File: config.mk
export PLATFORM = sky130hd
export DESIGN_NAME = tpcr_ctrl
export DESIGN_NICKNAME = d
export VERILOG_FILES = /design/src/hw/rtl/tpcr_pkg.sv /design/src/hw/rtl/tpcr_ctrl.sv
export SDC_FILE = /design/constraint.sdc
export NUM_CORES = 1
export LEC_CHECK = 0
export ABC_AREA = 0
export BUFFER_PORTS_ARGS = -buffer_cell sky130_fd_sc_hd__buf_2
export CAP_MARGIN = 20
export CORE_AREA = 2 2 39 41
export CTS_CLUSTER_SIZE = 28
export DETAILED_ROUTE_END_ITERATION = 7
export DIE_AREA = 0 0 41 43
export MAX_ROUTING_LAYER = met4
export PLACE_DENSITY_LB_ADDON = 0.2
export SYNTH_ARGS = -nofsm -noshare
export SYNTH_HDL_FRONTEND = slang
export SYNTH_SLANG_ARGS = --single-unit
export TNS_END_PERCENT = 100
File: constraint.sdc
create_clock -name i_clk -period 3.8 [get_ports i_clk]
set_input_delay 1.14 -clock i_clk [delete_from_list [all_inputs] [get_ports i_clk]]
set_output_delay 1.14 -clock i_clk [all_outputs]
set_load 0.05 [all_outputs]
File: src/hw/rtl/tpcr_pkg.sv
`timescale 1ns / 1ps
// ----------------------------------------------------------------------------
// tpcr_pkg
// Shared types and constants of the trusted proxy client resolver.
// ----------------------------------------------------------------------------
package tpcr_pkg;

    localparam int NETWORKS = 16;
    localparam int IDX_W    = (NETWORKS > 1) ? $clog2(NETWORKS) : 1;

    localparam int ADDR_W   = 128;
    localparam int IN_W     = 144;
    localparam int OUT_W    = 136;

    localparam logic [7:0]  PFX_V4     = 8'd32;
    localparam logic [7:0]  PFX_V6     = 8'd128;
    localparam logic [7:0]  PFX_MAPPED = 8'd96;
    localparam logic [31:0] MAPPED_TAG = 32'h0000_ffff;

    typedef enum logic [1:0] {
        KIND_WRITE = 2'd0,
        KIND_PEER  = 2'd1,
        KIND_FWD   = 2'd2,
        KIND_QUERY = 2'd3
    } t_kind;

    typedef enum logic [2:0] {
        STS_ACCEPT    = 3'd0,
        STS_REJECT    = 3'd1,
        STS_RESOLVED  = 3'd2,
        STS_NO_CLIENT = 3'd3,
        STS_QUERY     = 3'd4
    } t_status;

    typedef enum logic [1:0] {
        SRC_NONE = 2'd0,
        SRC_IN   = 2'd1,
        SRC_CUR  = 2'd2
    } t_src;

    typedef struct packed {
        logic    load_in;
        logic    tbl_write;
        logic    tbl_clear;
        logic    cur_load;
        logic    out_load;
        t_status out_status;
        t_src    out_src;
        logic    out_trusted;
    } t_cmd;

    typedef struct packed {
        t_kind kind;
        logic  valid;
        logic  last;
        logic  hit;
        logic  slot_ok;
        logic  wr_ok;
        logic  out_free;
    } t_sts;

endpackage

File: src/hw/rtl/tpcr_ctrl.sv
`timescale 1ns / 1ps
// ----------------------------------------------------------------------------
// tpcr_ctrl
// Controller: input handshake, per-kind decisions and the forwarded walk.
// ----------------------------------------------------------------------------
module tpcr_ctrl (
    input  logic           i_clk,
    input  logic           i_rst_n,
    input  logic           i_s_tvalid,
    output logic           o_s_tready,
    input  tpcr_pkg::t_sts i_sts,
    output tpcr_pkg::t_cmd o_cmd
);

    typedef enum logic [1:0] {
        S_IDLE = 2'b01,
        S_EVAL = 2'b10
    } t_state;

    t_state r_state;
    t_state n_state;
    logic   r_walk;
    logic   n_walk;

    tpcr_pkg::t_cmd cmd;
    logic           has_res;

    always_comb begin
        cmd         = '0;
        cmd.out_status  = tpcr_pkg::STS_ACCEPT;
        cmd.out_src     = tpcr_pkg::SRC_NONE;
        has_res     = 1'b0;
        n_walk      = r_walk;
        n_state     = r_state;
        cmd.load_in = (r_state == S_IDLE) && i_s_tvalid;

        case (r_state)
            S_IDLE: begin
                if (i_s_tvalid) begin
                    n_state = S_EVAL;
                end
            end
            S_EVAL: begin
                case (i_sts.kind)
                    tpcr_pkg::KIND_WRITE: begin
                        has_res = 1'b1;
                        if (!i_sts.slot_ok) begin
                            cmd.out_status = tpcr_pkg::STS_REJECT;
                        end else if (!i_sts.valid) begin
                            cmd.tbl_clear = 1'b1;
                        end else if (i_sts.wr_ok) begin
                            cmd.tbl_write = 1'b1;
                        end else begin
                            cmd.out_status = tpcr_pkg::STS_REJECT;
                        end
                    end
                    tpcr_pkg::KIND_QUERY: begin
                        has_res         = 1'b1;
                        cmd.out_status  = tpcr_pkg::STS_QUERY;
                        cmd.out_trusted = i_sts.valid && i_sts.hit;
                    end
                    tpcr_pkg::KIND_PEER: begin
                        n_walk = 1'b0;
                        if (!i_sts.valid) begin
                            has_res        = 1'b1;
                            cmd.out_status = tpcr_pkg::STS_NO_CLIENT;
                        end else begin
                            cmd.cur_load = 1'b1;
                            if (i_sts.last || !i_sts.hit) begin
                                has_res        = 1'b1;
                                cmd.out_status = tpcr_pkg::STS_RESOLVED;
                                cmd.out_src    = tpcr_pkg::SRC_IN;
                            end else begin
                                n_walk = 1'b1;
                            end
                        end
                    end
                    tpcr_pkg::KIND_FWD: begin
                        if (r_walk) begin
                            if (!i_sts.valid) begin
                                n_walk         = 1'b0;
                                has_res        = 1'b1;
                                cmd.out_status = tpcr_pkg::STS_RESOLVED;
                                cmd.out_src    = tpcr_pkg::SRC_CUR;
                            end else begin
                                cmd.cur_load = 1'b1;
                                if (i_sts.last || !i_sts.hit) begin
                                    n_walk         = 1'b0;
                                    has_res        = 1'b1;
                                    cmd.out_status = tpcr_pkg::STS_RESOLVED;
                                    cmd.out_src    = tpcr_pkg::SRC_IN;
                                end
                            end
                        end
                    end
                    default: begin
                        has_res = 1'b0;
                    end
                endcase

                if (has_res && !i_sts.out_free) begin
                    // hold the beat until the output register drains
                    cmd         = '0;
                    n_walk      = r_walk;
                end else begin
                    cmd.out_load = has_res;
                    n_state      = S_IDLE;
                end
            end
            default: begin
                n_state = S_IDLE;
            end
        endcase
    end

    always_ff @(posedge i_clk) begin
        if (!i_rst_n) begin
            r_state <= S_IDLE;
            r_walk  <= 1'b0;
        end else begin
            r_state <= n_state;
            r_walk  <= n_walk;
        end
    end

    assign o_s_tready = (r_state == S_IDLE);
    assign o_cmd      = cmd;

endmodule

# [Yosys cells after proc, flatten, opt, wreduce, memory -nomap -nowiden]
# Index checks and enable logic that the tools add are counted.
# Widths: inputs -> output; s select.
[op_classes] shifts=0 order_cmp=0 bitwise_logic=1 muxes=35 reduce_logical=11 addsub=0 eq_ne=7 multipliers=0 div_mod_pow=0
[ops] op="$mux 1" n=17
[ops] op="$mux 2" n=6
[ops] op="$pmux 3 s4" n=1
[ops] op="$mux 11" n=1
[ops] op="$mux 5" n=2
[ops] op="$mux 4" n=2
[ops] op="$pmux 2 s2" n=2
[ops] op="$eq 2x2->1 const B" n=3
[ops] op="$mux 6" n=1
[ops] op="$eq 2x1->1 const B" n=2
[ops] op="$ne 2x2->1 const B" n=2
[ops] op="$pmux 1 s2" n=2
[ops] op="$logic_and 1x1->1" n=3
[ops] op="$pmux 1 s3" n=1
[ops] op="$reduce_and 3->1" n=1
[ops] op="$logic_not 1->1" n=2
[ops] op="$logic_not 2->1" n=1
[ops] op="$reduce_and 2->1" n=1
[ops] op="$reduce_bool 2->1" n=1
[ops] op="$reduce_or 2->1" n=1
[ops] op="$logic_or 1x1->1" n=1
[ops] op="$not 1->1" n=1
[word_totals] inputBits=11 output_inout_bits=12 mem_bits_ro=0 register_bits=3 mem_count=0 mem_bits_rw=0 latchBits=0 elab_cells=56

# [Logic depth before layout (Yosys ltp)]
[depth] word_depth=10 depth_mapped=5 mapped_depth_nobuf=5

# [Worst setup path after synthesis]
# OpenSTA, ideal clock, no wires.
[synth_timing] kind="input-to-output" start="input i_sts[6] (netlist name)" end="output o_cmd[8] (netlist name)" arrival_ps=3052 path_buffers=0 required_time_ps=2660 slack_ps=-392 path_stages=5 path_cell_list="inv_1 > ha_1 > and3b_1 > o21ai_2 > a211oi_1"
[synth_lines] item="start: declaration" line="tpcr_ctrl.sv:11" text="input tpcr_pkg::t_sts i_sts,"
[synth_lines] item="end: declaration" line="tpcr_ctrl.sv:12" text="output tpcr_pkg::t_cmd o_cmd"

==> results.md <==
| Metric | Value |
|:---|:---|
| Outcome | finished, final reports clean |
| Post-detailed-route via-to-cell ratio | 4.70 |
| Count of cell types in the netlist | 29 |
| Number of antenna diodes | 0 |
| Gr usage total | 12.9% |
| Initial antenna violation count | 0 |
| Arr. time, crit path | 2.48 ns |
| Final Core Density | 40.1% |
| Core outline area | 0.00138 mm^2 |
| Met2 GRT Util | 20.9% |
| CTS tree | done |
| Pwr Density | 235 mW/mm^2 |
| Number of nets produced by synthesis | 67 |
| Number of buffers created by CTS | 3 |
| H-tree levels | 1 |
| DRC violation count after routing | 0 |
| HPWL after detailed placement | 786 um |
| Worst EP required | 2.66 ns |
| Setup repair after global routing missed its margin | false |
| Minimum clock period | 3.62 ns |
| Yosys synthesis warning count | 0 |
| Cell row count | 14 |
| Number of global-route vias before repair | 406 |
| Most crowded layer after global routing | met2 |
| Number of max-slew violations in the final report | 0 |
| Die outline area | 0.00176 mm^2 |
| Synthesis-to-finish area growth | 46.1% |
| Die Span X | 41 um |
| Kind of end point of the critical path | primary output |
| Beginning of the worst hold path | r_walk |
| Detailed Route WL | 927 um |
| Total of fill cells in the finished design | 151 |
| Number of flip-flops and latches in the synthesized netlist | 3 |
| Final weighted congestion in routability-driven placement | 0.755 |
| TritonCTS Sinks | 3 |
| Ys flop type | sky130_fd_sc_hd__dfxtp_1 |
| Largest fanout of any net on the critical path | 5 |
| Startpoint type of the worst setup path | primary input |
| Biggest area consumer among synthesized cells | sky130_fd_sc_hd__ha_1 |
| Overall overflow remaining after global route | 0 |
| Area of the multi-input gates | 318 um^2 |
| Count of flip-flops with a built-in enable after synthesis | 0 |
| Nets | 94 |
| Clock input transition at the sequential cells of the worst setup and hold paths | 0.03 ns |
| Buffers on Ports | 22 |
| Hold Path Class | flop to flop |
| Cell at the root of the clock tree | sky130_fd_sc_hd__clkbuf_4 |
| Clock network latency to the later pin of the worst-skew pair | 0.23 ns |
| Register area | 60.1 um^2 |
| Mapped cell area | 380 um^2 |
| Number of I/O pins | 23 |
| Total of hold buffers inserted after clock tree synthesis | 0 |
| Dominant cells by area after synthesis | sky130_fd_sc_hd__ha_1 16%, sky130_fd_sc_hd__dfxtp_1 16%, sky130_fd_sc_hd__nand2_1 5.9%, sky130_fd_sc_hd__a21oi_1 5.3%, sky130_fd_sc_hd__inv_1 4.9% |
| Max-cap viol count | 0 |
| Gates resized, CTS repair | 0 |
| Power after layout | 130 uW |
| Max-slew headroom | 77.4% |
| Setup Fix Bufs, Post-CTS | 0 |
| Initial cell density of the core | 27.5% |
| Origin of the worst setup path | i_sts[7] |
| Worst r2r src | r_walk |
| Number of buffers on the longest clock path | 2 |
| Maximum number of pins on one net before global-route repair | 9 |
| Period utilisation layout | 95.2% |
| Dominant cell by count in the synthesized netlist | sky130_fd_sc_hd__nand2_1 |
| Async S/R FF share, synth | 0% |
| Share of cells above drive strength 1 | 44.2% |
| Length of the first detailed-routing pass in iterations | 2 |
| Largest clock skew in the final design | 0.000535 ns |
| Fraction of post-synthesis cell area in the top cell type by area | 16.4% |
| Pleak | 0.000262 uW |
| GR Util met3 | 3.14% |
| Number of endpoints failing setup at the final stage | 0 |
| Initial DRC count | 2 |
| Post-route antenna net violation count | 0 |
| Mean instance size in the synthesized netlist | 7.46 um^2 |
| Max rail drop VDD | 0.138 mV |
| Final count of hold timing violations | 0 |
| Sequential share of the synthesized area | 15.8% |
| List of most frequent post-synthesis cells | 6 x sky130_fd_sc_hd__nand2_1, 5 x sky130_fd_sc_hd__ha_1, 5 x sky130_fd_sc_hd__inv_1 |
| Final setup margin | 0.181 ns |
| Post-Place Worst Slack | 0.0959 ns |
| Floorplan die height | 43 um |
| Worst Max-Slew Pin Slew | 0.337 ns |
| Achievable Freq | 276 MHz |
| Vias | 437 |
| First-pass GRT wire length | 1550 um |
| Post-synthesis instance total | 51 |
| Wire length per cell after detailed routing | 9.97 um |
| Critical path class | primary input to primary output |
| Routing usage on met1 | 14.1% |
[registers in the layout, indices dropped and copies added (netlist names)]
name     cells
r_walk       1
r_state      2
[worst max-delay path: stages]
cell	delay (ns)
sky130_fd_sc_hd__buf_2	0.10
sky130_fd_sc_hd__inv_1	0.07
sky130_fd_sc_hd__ha_1	0.33
sky130_fd_sc_hd__and3b_2	0.25
sky130_fd_sc_hd__o21ai_2	0.11
sky130_fd_sc_hd__a211oi_2	0.23
sky130_fd_sc_hd__clkbuf_4	0.26
[placed cells by master (no fill, tap or decap), types with 2 or more instances in the layout]
master	count
sky130_fd_sc_hd__a21oi_1	4
sky130_fd_sc_hd__o21ai_0	2
sky130_fd_sc_hd__nor2b_1	2
sky130_fd_sc_hd__nor3_1	2
sky130_fd_sc_hd__clkbuf_4	4
sky130_fd_sc_hd__inv_1	5
sky130_fd_sc_hd__nand2_1	6
sky130_fd_sc_hd__ha_1	5
sky130_fd_sc_hd__buf_2	21
sky130_fd_sc_hd__dfxtp_1	3
[area by class of cell]
class / count / share of cell area, %
multi-input cells: 43 / 57.2
repair buffers: 22 / 20.3
flip-flops and latches: 3 / 10.8
clock buffers: 4 / 4.73
well taps: 16 / 3.60
inverters: 5 / 3.38
[cell families (layout without fill, tap and decap cells)]
kind of cell | Yosys count | after routing | synth area share, %
adders and majority gates | 5 | 5 | 16.4
DFF | 3 | 3 | 15.8
buffers and inverters | 5 | 31 | 4.93
and+or+nand+nor | 22 | 22 | 35.5
AOI/OAI and AO/OA | 16 | 16 | 27.3
[routing by layer]
metal,share of wire [%],wire length [um],vias to the layer above
met5,0,0,-
met4,0,0,0
met3,4.7,44,0
met2,52,485,9
met1,43,398,193
li1,-,-,235
[through the flow]
stage / hold WS, ns / setup TNS, ns / cell area, um^2 / std cells
4_1_cts: 0.523 / 0 / 552 / 93
2_1_floorplan: 0.483 / -0.405 / 395 / 51
6_report: 0.525 / 0 / 556 / 93
3_5_place_dp: 0.519 / 0 / 526 / 89
5_1_grt: 0.576 / 0 / 556 / 93
3_3_place_gp: 0.530 / 0 / 526 / 89
[worst paths after layout]
path / depth (start not counted) / slack (ns) / to
max: 7 / 0.18 / o_cmd[8]
min: 2 / 0.53 / r_walk
max reg2reg: 3 / 2.73 / r_state[0]
min reg2reg: 2 / 0.53 / r_walk
[power breakdown]
group / internal, uW / switching (uW) / total [uW]
combinational: 14.8 / 26.1 / 40.9
sequential: 33.4 / 1.56 / 35.0
clock: 39.3 / 15.3 / 54.6
No activity file was read; power rests on OpenSTA's default activity.
